--- config.mk ---
export PLATFORM = sky130hd
export DESIGN_NAME = iff_front
export DESIGN_NICKNAME = d
export VERILOG_FILES = /design/src/hw/rtl/iff_pkg.sv /design/src/hw/rtl/iff_front.sv
export SDC_FILE = /design/constraint.sdc
export NUM_CORES = 1
export LEC_CHECK = 0
export BUFFER_PORTS_ARGS = -buffer_cell sky130_fd_sc_hd__clkbuf_2
export CAP_MARGIN = 10
export CELL_PAD_IN_SITES_DETAIL_PLACEMENT = 2
export CELL_PAD_IN_SITES_GLOBAL_PLACEMENT = 2
export CORE_MARGIN = 2
export CORE_UTILIZATION = 32
export CTS_CLUSTER_SIZE = 16
export DETAILED_ROUTE_END_ITERATION = 8
export PLACE_DENSITY_LB_ADDON = 0.15
export SYNTH_ARGS = -nofsm -noshare
export SYNTH_HDL_FRONTEND = slang
export SYNTH_SLANG_ARGS = --single-unit
export TNS_END_PERCENT = 5
--- constraint.sdc ---
create_clock -name aclk -period 3.8 [get_ports aclk]
set_clock_uncertainty 0.05 [all_clocks]
set_input_delay 0.57 -clock aclk [delete_from_list [all_inputs] [get_ports aclk]]
set_output_delay 0.57 -clock aclk [all_outputs]
set_load 0.05 [all_outputs]
--- src/hw/rtl/iff_pkg.sv ---
// Shared types, constants and helpers for the integer field formatter.
package iff_pkg;

    localparam int MAX_WIDTH_DEF = 63;
    localparam int QUEUE_DEPTH   = 2;
    localparam int NUM_DIGITS    = 10;
    localparam int FW_BITS       = 6;

    localparam logic [1:0] KIND_SDEC     = 2'd0;
    localparam logic [1:0] KIND_UDEC     = 2'd1;
    localparam logic [1:0] KIND_HEX_LOW  = 2'd2;
    localparam logic [1:0] KIND_HEX_UP   = 2'd3;

    localparam logic [6:0] CH_ZERO  = 7'h30;
    localparam logic [6:0] CH_MINUS = 7'h2D;
    localparam logic [6:0] CH_SPACE = 7'h20;
    localparam logic [6:0] CH_LOW_A = 7'h61;
    localparam logic [6:0] CH_UP_A  = 7'h41;

    // 2^35 / 10 rounded up; exact quotient for every 32-bit operand
    localparam logic [63:0] RECIP_10 = 64'h0000_0000_CCCC_CCCD;

    typedef struct packed {
        logic [31:0]        mag;
        logic               hex;
        logic               upper;
        logic               neg;
        logic [FW_BITS-1:0] width;
        logic               left_align;
        logic               zero_fill;
    } iff_item_t;

    function automatic logic [6:0] digit_char(input logic [3:0] d, input logic upper);
        logic [6:0] r;
        if (d < 4'd10) begin
            r = CH_ZERO + {3'b000, d};
        end else if (upper) begin
            r = CH_UP_A + {3'b000, d - 4'd10};
        end else begin
            r = CH_LOW_A + {3'b000, d - 4'd10};
        end
        return r;
    endfunction

endpackage

--- src/hw/rtl/iff_front.sv ---
// Front stage: accepts a beat, resolves sign, magnitude and width, hands it to the queue.
module iff_front #(
    parameter int MAX_WIDTH = iff_pkg::MAX_WIDTH_DEF
) (
    input  logic                          aclk,
    input  logic                          aresetn,
    input  logic                          s_valid,
    output logic                          s_ready,
    input  logic [31:0]                   s_value,
    input  logic [1:0]                    s_kind,
    input  logic [iff_pkg::FW_BITS-1:0]   s_field_width,
    input  logic                          s_left_align,
    input  logic                          s_zero_fill,
    output logic                          push_valid,
    input  logic                          push_ready,
    output iff_pkg::iff_item_t            push_item
);

    localparam int FW_W = iff_pkg::FW_BITS;

    logic               vld_reg, vld_next;
    iff_pkg::iff_item_t item_reg, item_next;
    logic               take;

    assign s_ready    = !vld_reg || push_ready;
    assign take       = s_valid && s_ready;
    assign push_valid = vld_reg;
    assign push_item  = item_reg;

    always_comb begin
        item_next            = item_reg;
        item_next.hex        = s_kind[1];
        item_next.upper      = (s_kind == iff_pkg::KIND_HEX_UP);
        item_next.neg        = (s_kind == iff_pkg::KIND_SDEC) && s_value[31];
        item_next.mag        = item_next.neg ? (32'd0 - s_value) : s_value;
        item_next.width      = (s_field_width > FW_W'(MAX_WIDTH)) ?
                               FW_W'(MAX_WIDTH) : s_field_width;
        item_next.left_align = s_left_align;
        item_next.zero_fill  = s_zero_fill;

        vld_next = vld_reg;
        if (take) begin
            vld_next = 1'b1;
        end else if (push_ready) begin
            vld_next = 1'b0;
        end
    end

    always_ff @(posedge aclk) begin
        if (!aresetn) begin
            vld_reg <= 1'b0;
        end else begin
            vld_reg <= vld_next;
        end
        if (take) begin
            item_reg <= item_next;
        end
    end

endmodule

Word-level counts from Yosys, hierarchy flattened
Index checks and enable logic that the tools add are counted.

Magnitude comparators: 1. Reductions and logical operators: 6. Equality and inequality tests: 1. Add/subtract/negate cells: 1. Multiplexer cells: 3.

Operators with widths (number): 32-bit 2-to-1 mux (1); 1-bit by 32-bit subtractor with 32-bit output, first input constant (1); 6-bit > comparator, second input constant (1); 2-bit equality test, second input constant (1); 1-bit logical AND (2); 2-bit zero test (1); 1-bit 2-to-1 mux (2); 2-bit nonzero test (1); 1-bit zero test (1); 1-bit logical OR (1).

Bits of input ports: 46. Output and inout bits: 45. Register bits: 44.

Logic depth before layout (Yosys ltp)
Depth after elaboration: 4. Gate-level depth with buffers: 6. Mapped depth without buffers: 6.

Worst setup path before layout
OpenSTA, ideal clock, no wires.

Kind: input to register. Start: input port push_ready. End: register item_reg (netlist bit push_item[0]), enable pin. Path buffers: 0. Data arrival time: 2.146 ns. Setup slack: 1.199 ns. Required time: 3.345 ns. Stages on the path: 2. Cell sequence: nand2b_1 > and2_1.

Word-level cells in the longest chain between the ends: 2.

Ends and longest elaborated chain: start: declaration (line iff_front.sv:15) `input logic push_ready,`; 1-bit logical OR (line iff_front.sv:25) `assign s_ready = !vld_reg || push_ready;`; 1-bit logical AND (line iff_front.sv:26) `assign take = s_valid && s_ready;`; via take (line iff_front.sv:23) `logic take;`; end signal: assignment (line iff_front.sv:56) `item_reg <= item_next;`; end: declaration (line iff_front.sv:22) `iff_pkg::iff_item_t item_reg, item_next;`.

The timed path passes the listed nets, and every way through them passes these cells. A chain may end at the register's enable or synchronous reset.

==> impl_metrics.tcl <==
set metrics [dict create \
    outcome "finished, final reports clean" \
    grt_pass1_wl_um 9160 \
    regToRegEndpoint "push_item[17]" \
    synth_top_area_frac 0.601 \
    rr_startpoint "push_valid" \
    grt_max_degree 44 \
    maxSlewHeadroom 0.302 \
    start_util 0.335 \
    place.gp.congestion 0.701 \
    hp-class "in -> reg" \
    powerDensity_mw_per_mm2 437 \
    io_buffers 90 \
    cts.sinks 44 \
    rows 29 \
    crit_family "simple AND/OR/NAND/NOR gates" \
    initialDrtViolationCount 61 \
    layout-drive-gt1-share 0.429 \
    setup-violations-final 0 \
    cts_tree "built" \
    dieHeight_um 86.0 \
    dpl_worst_slack_ns 1.13 \
    grtUsageTotal 0.162 \
    hold_buffers 0 \
    vdd_drop_max_v 0.000166 \
    synth_ff_type "edfxtp_1" \
    area_growth_pct 28.8 \
    hpwl_um 4440 \
    endpoint_kind "flop" \
    clock_latency_ns 0.30 \
    rsz0062_at_grt "false" \
    die_area_mm2 0.00739 \
    critPathMaxStageDelay_ns 0.57 \
    reg2reg_depth 2 \
    tightestPinTransition_ns 1.05 \
    drc 0 \
    netlist_area_mm2 0.00215 \
    min_period_over_period 0.631 \
    viasPerCell 5.04 \
    root_buffer "clkbuf_8" \
    cts_resized 0 \
    die_w_um 86.0 \
    yosys.area.top_type "edfxtp_1" \
    wirelength_um 5750 \
    maxCapViolCount 0 \
    syn_nets 211 \
    setup_slack_ns 1.40 \
    regToRegSetupSlack_ns 2.08 \
    clkTransAtPathRegs_ns 0.09 \
    cpMaxStageDelayCell "o41ai_1" \
    required_ns 3.79 \
    ys_warn_count 0 \
    hp-start "s_zero_fill" \
    fin_tns_setup_ns 0 \
    ys_seq_elements 44 \
    finalNetCount 298 \
    hold_ws_ns 0.390 \
    synth_edf_count 43 \
    core_area_mm2 0.00642 \
    antenna_found_initial 0 \
    cp.buffers_inverters 1 \
    n_fill_cell 688 \
    async_flop_share 0 \
    crit_fanout 9 \
    grt_pass1_vias 1757 \
    drv_slew 0 \
    io_pins 91 \
    worstPathCellList "clkbuf_2, nor4_1, nand3_1, o41ai_1, xnor2_1" \
    total_leakage_power_uw 0.00110 \
    grt_overflow 0 \
    critPathLaunchType "input port" \
    fin_crit_ns 2.40 \
    ant_nets 0 \
    drt-pass1-iter-count 2 \
    synth_cell_type_count 31 \
    min_path_cells 1 \
    synthTopCellsByArea "edfxtp_1 (60%), xnor2_1 (7.3%), xor2_1 (4.5%)" \
    wl_per_cell_um 17.5 \
    cts.path.max_buffers 2 \
    seq_area_frac_synth 0.610 \
    numCtsBuffers 5 \
    n_antenna_cell 0 \
    path_class "in -> reg" \
    cp_data_arrival_time_ns 2.39 \
    syn-instance-count 164 \
    fmax_mhz 417 \
    avgSynthCellArea_um2 13.1 \
    post_cts_buffers 0 \
    min_to "push_item[0]" \
    vias 1657 \
    final-hold-violation-count 0 \
    cts_htree_levels 2 \
]
[logic make-up after synthesis]
group,share of synthesized area
AO/OA/AOI/OAI,0.109
flip-flops,0.610
adder cells (fa/ha/maj),0.00582
XOR/XNOR,0.118
buffers and inverters,0.0297
AND/OR/NAND/NOR,0.127
[layer usage]
layer / GRT usage / vias up / part of all wire
met2: 0.275 / 55 / 0.49
met1: 0.202 / 804 / 0.43
met3: 0.0404 / 7 / 0.062
met5: 0 / - / 0
met4: 0.0548 / 0 / 0.012
li1: - / 791 / -
[cells in the mapped netlist (2+ instances only)]
master	number
xnor2_1	18
and2_1	4
edfxtp_1	43
o41ai_2	4
or3_1	4
or4_1	4
a31oi_1	3
o31ai_1	8
clkbuf_1	9
nor2_1	11
nor4_1	3
nor3_1	4
o21ai_0	4
a41oi_1	2
a21oi_1	4
nand2_1	3
nand2b_1	2
o41ai_1	3
xor2_1	11
inv_1	5
nand3_1	4
nor4_2	2
[worst max-delay path by stage]
stage / from / end / cells past startpoint
2_1_floorplan: push_ready / push_item[0] / 2
3_3_place_gp: s_value[1] / push_item[37] / 7
4_1_cts: s_value[13] / push_item[32] / 5
5_1_grt: s_value[7] / push_item[32] / 5
3_5_place_dp: s_value[1] / push_item[39] / 7
6_report: s_value[13] / push_item[32] / 5
[layout make-up]
| type | instances | area, um^2 | share of cell area |
|---|---|---|---|
| inverter | 5 | 18.8 | 0.00678 |
| clock inverter | 3 | 46.3 | 0.0167 |
| timing repair buffer | 90 | 450 | 0.163 |
| sequential | 44 | 1310 | 0.474 |
| multi-input combinational | 105 | 776 | 0.280 |
| tap | 77 | 96.3 | 0.0348 |
| clock buffer | 5 | 68.8 | 0.0249 |
[layout by cell type, fill, tap and decap left out]
master      count
nor4_1          3
nor3_1          4
nand3_1         4
or4b_2          1
nor2_1         11
nand2_1         3
inv_6           1
a31oi_1         3
and3_1          1
clkinvlp_4      1
xnor2_1        18
o41ai_2         4
o21ai_0         4
or4_4           1
clkbuf_2       90
or2_1           1
or4_1           4
edfxtp_1       43
nand3_2         1
and2_2          1
dfxtp_1         1
inv_1           5
clkbuf_8        5
nand2b_1        2
bufinv_16       1
a41oi_1         2
xor2_1         11
a21boi_0        1
ha_1            1
and2_1          3
o41ai_1         3
a21oi_1         4
or3_1           4
o31ai_1         8
nor4_2          2
[state kept, by name (all words and copies together), names as in the netlist]
name and cells:
push_item 43, push_valid 1
[where the power goes]
group	internal [uW]	leakage (uW)	switching (uW)
registers	576	0.000425	9.95
clock network	198	0.0000548	171
logic	63.4	0.000620	191
[through the flow]
stage,util,power [uW],cell area (um^2),instances
after global placement,0.413,849,2650,321
after CTS,0.431,1230,2770,329
after global routing,0.431,1260,2770,329
final,0.431,1210,2770,329
after floorplan,-,771,2150,164
after detailed placement,0.413,855,2650,321
Note: power is estimated with default switching activity, not from simulation.
