--- src/hw/rtl/iff_pkg.sv ---
// Shared types, constants and helpers for the integer field formatter.
package iff_pkg;

    localparam int MAX_WIDTH_DEF = 63;
    localparam int QUEUE_DEPTH   = 2;
    localparam int NUM_DIGITS    = 10;
    localparam int FW_BITS       = 6;

    localparam logic [1:0] KIND_SDEC     = 2'd0;
    localparam logic [1:0] KIND_UDEC     = 2'd1;
    localparam logic [1:0] KIND_HEX_LOW  = 2'd2;
    localparam logic [1:0] KIND_HEX_UP   = 2'd3;

    localparam logic [6:0] CH_ZERO  = 7'h30;
    localparam logic [6:0] CH_MINUS = 7'h2D;
    localparam logic [6:0] CH_SPACE = 7'h20;
    localparam logic [6:0] CH_LOW_A = 7'h61;
    localparam logic [6:0] CH_UP_A  = 7'h41;

    // 2^35 / 10 rounded up; exact quotient for every 32-bit operand
    localparam logic [63:0] RECIP_10 = 64'h0000_0000_CCCC_CCCD;

    typedef struct packed {
        logic [31:0]        mag;
        logic               hex;
        logic               upper;
        logic               neg;
        logic [FW_BITS-1:0] width;
        logic               left_align;
        logic               zero_fill;
    } iff_item_t;

    function automatic logic [6:0] digit_char(input logic [3:0] d, input logic upper);
        logic [6:0] r;
        if (d < 4'd10) begin
            r = CH_ZERO + {3'b000, d};
        end else if (upper) begin
            r = CH_UP_A + {3'b000, d - 4'd10};
        end else begin
            r = CH_LOW_A + {3'b000, d - 4'd10};
        end
        return r;
    endfunction

endpackage

--- src/hw/rtl/iff_queue.sv ---
// Small register queue between the front and back stages.
module iff_queue #(
    parameter int DEPTH = iff_pkg::QUEUE_DEPTH
) (
    input  logic               aclk,
    input  logic               aresetn,
    input  logic               push_valid,
    output logic               push_ready,
    input  iff_pkg::iff_item_t push_item,
    output logic               pop_valid,
    input  logic               pop_ready,
    output iff_pkg::iff_item_t pop_item
);

    localparam int PTR_W = (DEPTH > 1) ? $clog2(DEPTH) : 1;
    localparam int CNT_W = $clog2(DEPTH + 1);

    iff_pkg::iff_item_t entry_reg [DEPTH];
    logic [PTR_W-1:0]   wr_ptr_reg, wr_ptr_next;
    logic [PTR_W-1:0]   rd_ptr_reg, rd_ptr_next;
    logic [CNT_W-1:0]   count_reg, count_next;
    logic               do_push, do_pop;

    assign push_ready = (count_reg != CNT_W'(DEPTH));
    assign pop_valid  = (count_reg != '0);
    assign pop_item   = entry_reg[rd_ptr_reg];
    assign do_push    = push_valid && push_ready;
    assign do_pop     = pop_valid && pop_ready;

    always_comb begin
        wr_ptr_next = wr_ptr_reg;
        rd_ptr_next = rd_ptr_reg;
        count_next  = count_reg;
        if (do_push) begin
            wr_ptr_next = (wr_ptr_reg == PTR_W'(DEPTH - 1)) ? '0 : wr_ptr_reg + 1'b1;
        end
        if (do_pop) begin
            rd_ptr_next = (rd_ptr_reg == PTR_W'(DEPTH - 1)) ? '0 : rd_ptr_reg + 1'b1;
        end
        if (do_push && !do_pop) begin
            count_next = count_reg + 1'b1;
        end else if (do_pop && !do_push) begin
            count_next = count_reg - 1'b1;
        end
    end

    always_ff @(posedge aclk) begin
        if (!aresetn) begin
            wr_ptr_reg <= '0;
            rd_ptr_reg <= '0;
            count_reg  <= '0;
        end else begin
            wr_ptr_reg <= wr_ptr_next;
            rd_ptr_reg <= rd_ptr_next;
            count_reg  <= count_next;
        end
        if (do_push) begin
            entry_reg[wr_ptr_reg] <= push_item;
        end
    end

endmodule

--- config.mk ---
export PLATFORM = sky130hd
export DESIGN_NAME = iff_queue
export DESIGN_NICKNAME = d
export VERILOG_FILES = /design/src/hw/rtl/iff_pkg.sv /design/src/hw/rtl/iff_queue.sv
export SDC_FILE = /design/constraint.sdc
export NUM_CORES = 1
export LEC_CHECK = 0
export ABC_AREA = 1
export ABC_CLOCK_PERIOD_IN_PS = 3000
export BUFFER_PORTS_ARGS = -buffer_cell sky130_fd_sc_hd__buf_2
export CORE_ASPECT_RATIO = 0.75
export CORE_MARGIN = 2
export CORE_UTILIZATION = 28
export DETAILED_ROUTE_END_ITERATION = 12
export GPL_TIMING_DRIVEN = 0
export SLEW_MARGIN = 20
export SYNTH_ARGS = -nofsm -noshare
export SYNTH_HDL_FRONTEND = slang
export SYNTH_SLANG_ARGS = --single-unit
--- constraint.sdc ---
create_clock -name aclk -period 3 [get_ports aclk]
set_input_delay 0.15 -clock aclk [delete_from_list [all_inputs] [get_ports aclk]]
set_output_delay 0.15 -clock aclk [all_outputs]
set_load 0.01 [all_outputs]
# == Word level (Yosys, flattened, before mapping) ==
# Memory sizes are Yosys's and may differ from the RTL's. A register that Yosys moved wholly into a read port is not among the register bits.
# Index checks and enable logic that the tools add are counted.
# classes
n_addsub,4
n_eq_ne,1
mux,8
n_reduce_logical,8
# op_table
op,n
$mux W1,6
$logic_and A1 B1 Y1,4
$mux W2,2
$reduce_bool A2 Y1,2
$add A1 B1 Y1 const B,2
$add A2 B1 Y2 const B,1
$logic_not A1 Y1,2
$ne A2 B2 Y1 const B,1
$sub A2 B1 Y2 const B,1
# word_totals
regBits,4
mem_bits_rw,86
inputBits,47
out_inout_bits,45
word_cells,25
n_memories,1
# mem_list
memory,depth,word_bits,rd,rd_ports_with_merged_regs,wr,line_no,source
entry_reg,2,43,1,1,1,iff_queue.sv:18,iff_pkg::iff_item_t entry_reg [DEPTH];

# == Depth between registers and ports, before layout ==
# depth
word_depth,6
mapped_depth,11
ltp_nobuf,11

# == Least setup slack after synthesis ==
# Ideal clock, no wire load.
# synth_timing
path_type,flip-flop to flip-flop
from,register count_reg[0]
to,memory entry_reg[0][0] (netlist bit) (enable)
setup_time_ns,0.443
arrival_time_ns,2.447
t_required_ns,2.557
slack_ns,0.110
stages_incl_launch_ff,5
n_path_buf,0
period_less_slack_ns,2.890
path_cell_list,dfxtp_1 -> inv_1 -> nand2_1 -> nand2_1 -> nor2_1
# synth_between
elab_chain_len,4
# synth_lines
element,line_no,source
from (decl),iff_queue.sv:21,"logic [CNT_W-1:0] count_reg, count_next;"
from (signal assigned),iff_queue.sv:55,count_reg <= count_next;
$ne A2 B2 Y1,iff_queue.sv:24,assign push_ready = (count_reg != CNT_W'(DEPTH));
net push_ready,iff_queue.sv:8,"output logic push_ready,"
$logic_and A1 B1 Y1,iff_queue.sv:27,assign do_push = push_valid && push_ready;
$mux W1,iff_queue.sv:57,if (do_push) begin
$mux W1 (implied by the code),iff_queue.sv:58,entry_reg[wr_ptr_reg] <= push_item;
to (decl),iff_queue.sv:18,
# The timed path passes the listed nets, and every way through them passes these cells.

# == Final worst setup path ==
# layout_timing
from,register count_reg[0]
to,memory entry_reg[1][12] (netlist bit) (enable)
# layout_between
elab_chain_len,4
# layout_lines
element,line_no
$ne A2 B2 Y1,iff_queue.sv:24
$logic_and A1 B1 Y1,iff_queue.sv:27
$mux W1,iff_queue.sv:57
$mux W1 (implied by the code),iff_queue.sv:58
# Every way passes these cells.

==> impl_metrics.toml <==
[route]
routed_via_density = 4.05
routed_wl_um = 6410
dr.pass1.iters = 4
route.detailed.drc = 0
wire_per_inst_um = 13.2
final_antenna_net_count = 0
drt_iter0_markers = 33
vias = 1967

[clock_network]
clockRootBuffer = "clkbuf_16"
ctsLongestPathBuffers = 2
tritoncts = "built"
numCtsBuffers = 9
ctsResizeCount = 0
h-tree-depth = 3
post_cts.repair.setup_buffers = 0
clk_pin_slew_ns = 0.06
clkLatencyLatePin_ns = 0.34
clock-sinks = 91

[sta]
hold_ws_ns = 0.0169
tns_ns = 0
rsz0062_at_grt = "no"
worst_slack_ns = 1.13
slew_headroom = 0.512
fin_crit_sh = 0.622
tightestPinTransition_ns = 0.730
fin_worst_skew_ns = 0.00638
hold_viol = 0
drv_slew = 0
period_needed_ns = 1.87
setup_viol = 0
clock.fmax_mhz = 536

[worst_setup_path]
cp.arrival_ns = 1.90
cp_cell_sequence = "inv_1 -> nand2_1 -> nand2_1 -> nor2_4 -> buf_12"
crit_buf_inv = 2
critical_path_class = "reg -> reg"
startpoint_type = "register"
worstPathRequired_ns = 3.03
cpPeakStageDelay_ns = 0.60
cp_max_fo = 23
crit_top_cell = "nand2_1"
cp_slowest_cell = "nor2_4"
crit_family = "simple AND/OR/NAND/NOR gates"
end_kind = "register"

[cells_and_area]
largest_register_ffs = 86
multi_input_area_um2 = 759
diodes = 0
area.growth.synth_to_final_pct = 40.0
layout_common_cells = "91 x buf_2, 86 x edfxtp_1, 40 x mux2_4, 40 x dlygate4sd3_1"
final_common_cell = "buf_2"
seq_area_um2 = 2680
layout-drive-gt1-share = 0.497
final.fill_count = 1155
final_nets = 363
fin_area_um2 = 4970

[place]
hpwl_um = 4130
dp_slack_ns = 1.09
place_area_um2 = 4270
io_buffers = 91
place.gp.congestion = 0.764

[synthesis]
synth_top_family_by_area = "multiplexers"
synthAdderAreaFrac = 0.00353
synth.largest_area_cell = "edfxtp_1"
syn_area_um2 = 3550
ys_ff_latch = 91
synth_compound_area_frac = 0.00635
synth_seq_area_share = 0.756
synth_warnings = 0
ys_top_cells_by_area = "edfxtp_1 73%, mux2_4 17%, dfxtp_1 2.8%, buf_12 2.3%, nand2_1 0.95%"
synthXorXnorAreaFrac = 0
syn_avg_cell_area_um2 = 20.8
synth.area.mux_share = 0.179
synthesis.nets = 219
synth_cells = 171
synth_top_cell_area_share = 0.728
synth-simple-area-share = 0.0212
yosysUniqueCellTypes = 15

[flow_run]
drv_cap = 0

[power]
p_leak_nw = 1.96
ir_drop_v = 0.000324
powerDensity_nw_per_um2 = 771

[die]
core_um2 = 12300
die_h_um = 101
rows = 35
dieWidth_um = 134
initial_core_util = 0.288
io_pins = 92
die_area_um2 = 13600

[global_routing]
grt_pass1_wl_um = 10100
grtUsageTotal = 0.0999
grt_max_degree = 24
overflow = 0
grt_pass1_vias = 2094
antenna_found_initial = 0

[hold_path]
hold_class = "in -> reg"

[run_status]
outcome = "complete, no violations"
## kinds of logic (layout without fill, tap and decap cells)
| group | count (synthesis) | in the layout |
|---|---|---|
| buf+inv | 13 | 162 |
| flops | 91 | 91 |
| simple gates | 19 | 19 |
| fa+ha+maj | 1 | 1 |
| mux | 43 | 43 |
| compound gates | 4 | 4 |
## power breakdown
group / leakage (nW) / internal (mW) / switching [mW]
Combinational: 0.971 / 0.553 / 0.502
Sequential: 0.843 / 1.61 / 0.0497
Clock: 0.151 / 0.653 / 0.469
Total: 1.96 / 2.81 / 1.02
## per-layer routing
layer,vias to the layer above,track usage,part of all wire
met5,-,0,0
met1,952,0.109,0.42
met4,0,0.0450,0.018
li1,935,-,-
met3,12,0.0405,0.065
met2,68,0.173,0.49
## Yosys cell counts
cell type / count
nor2_1: 8
nand2_1: 9
a21oi_1: 1
nand4_1: 1
buf_12: 4
mux2_4: 40
edfxtp_1: 86
dfxtp_1: 5
o21ai_0: 2
inv_1: 8
nand3_1: 1
mux2_2: 3
buf_6: 1
o21a_1: 1
ha_1: 1
## per-stage QoR
stage | std cells | util | total power [mW]
2_1_floorplan | 171 | - | 2.37
3_3_place_gp | 428 | 0.342 | 2.68
3_5_place_dp | 430 | 0.347 | 2.72
4_1_cts | 483 | 0.401 | 3.90
5_1_grt | 486 | 0.404 | 4.04
6_report | 486 | 0.404 | 3.83
## worst paths after layout
kind                            slack, ns          endpoint  depth (start not counted)           from
worst max-delay path                 1.13  entry_reg[1][12]                          5   count_reg[0]
worst min-delay path                 0.02  entry_reg[1][32]                          1  push_item[32]
worst max register to register       1.13  entry_reg[1][12]                          5   count_reg[0]
worst min register to register       0.50          register                          2     rd_ptr_reg
## area by class of cell
cell class / count / share of cell area
plain buffers: 5 / 0.0184
clock buffers: 9 / 0.0453
clock inverters: 7 / 0.0151
inverters: 8 / 0.00605
multi-input cells: 67 / 0.153
flip-flops and latches: 91 / 0.540
well taps: 166 / 0.0418
repair buffers: 133 / 0.180
## timing repair
item / 4_1_cts / 5_1_grt
setup endpoints to repair: 0 / 0
hold buffers: 37 / 3
hold endpoints to repair: 74 / 6
Note: power is estimated with default switching activity, not from simulation.
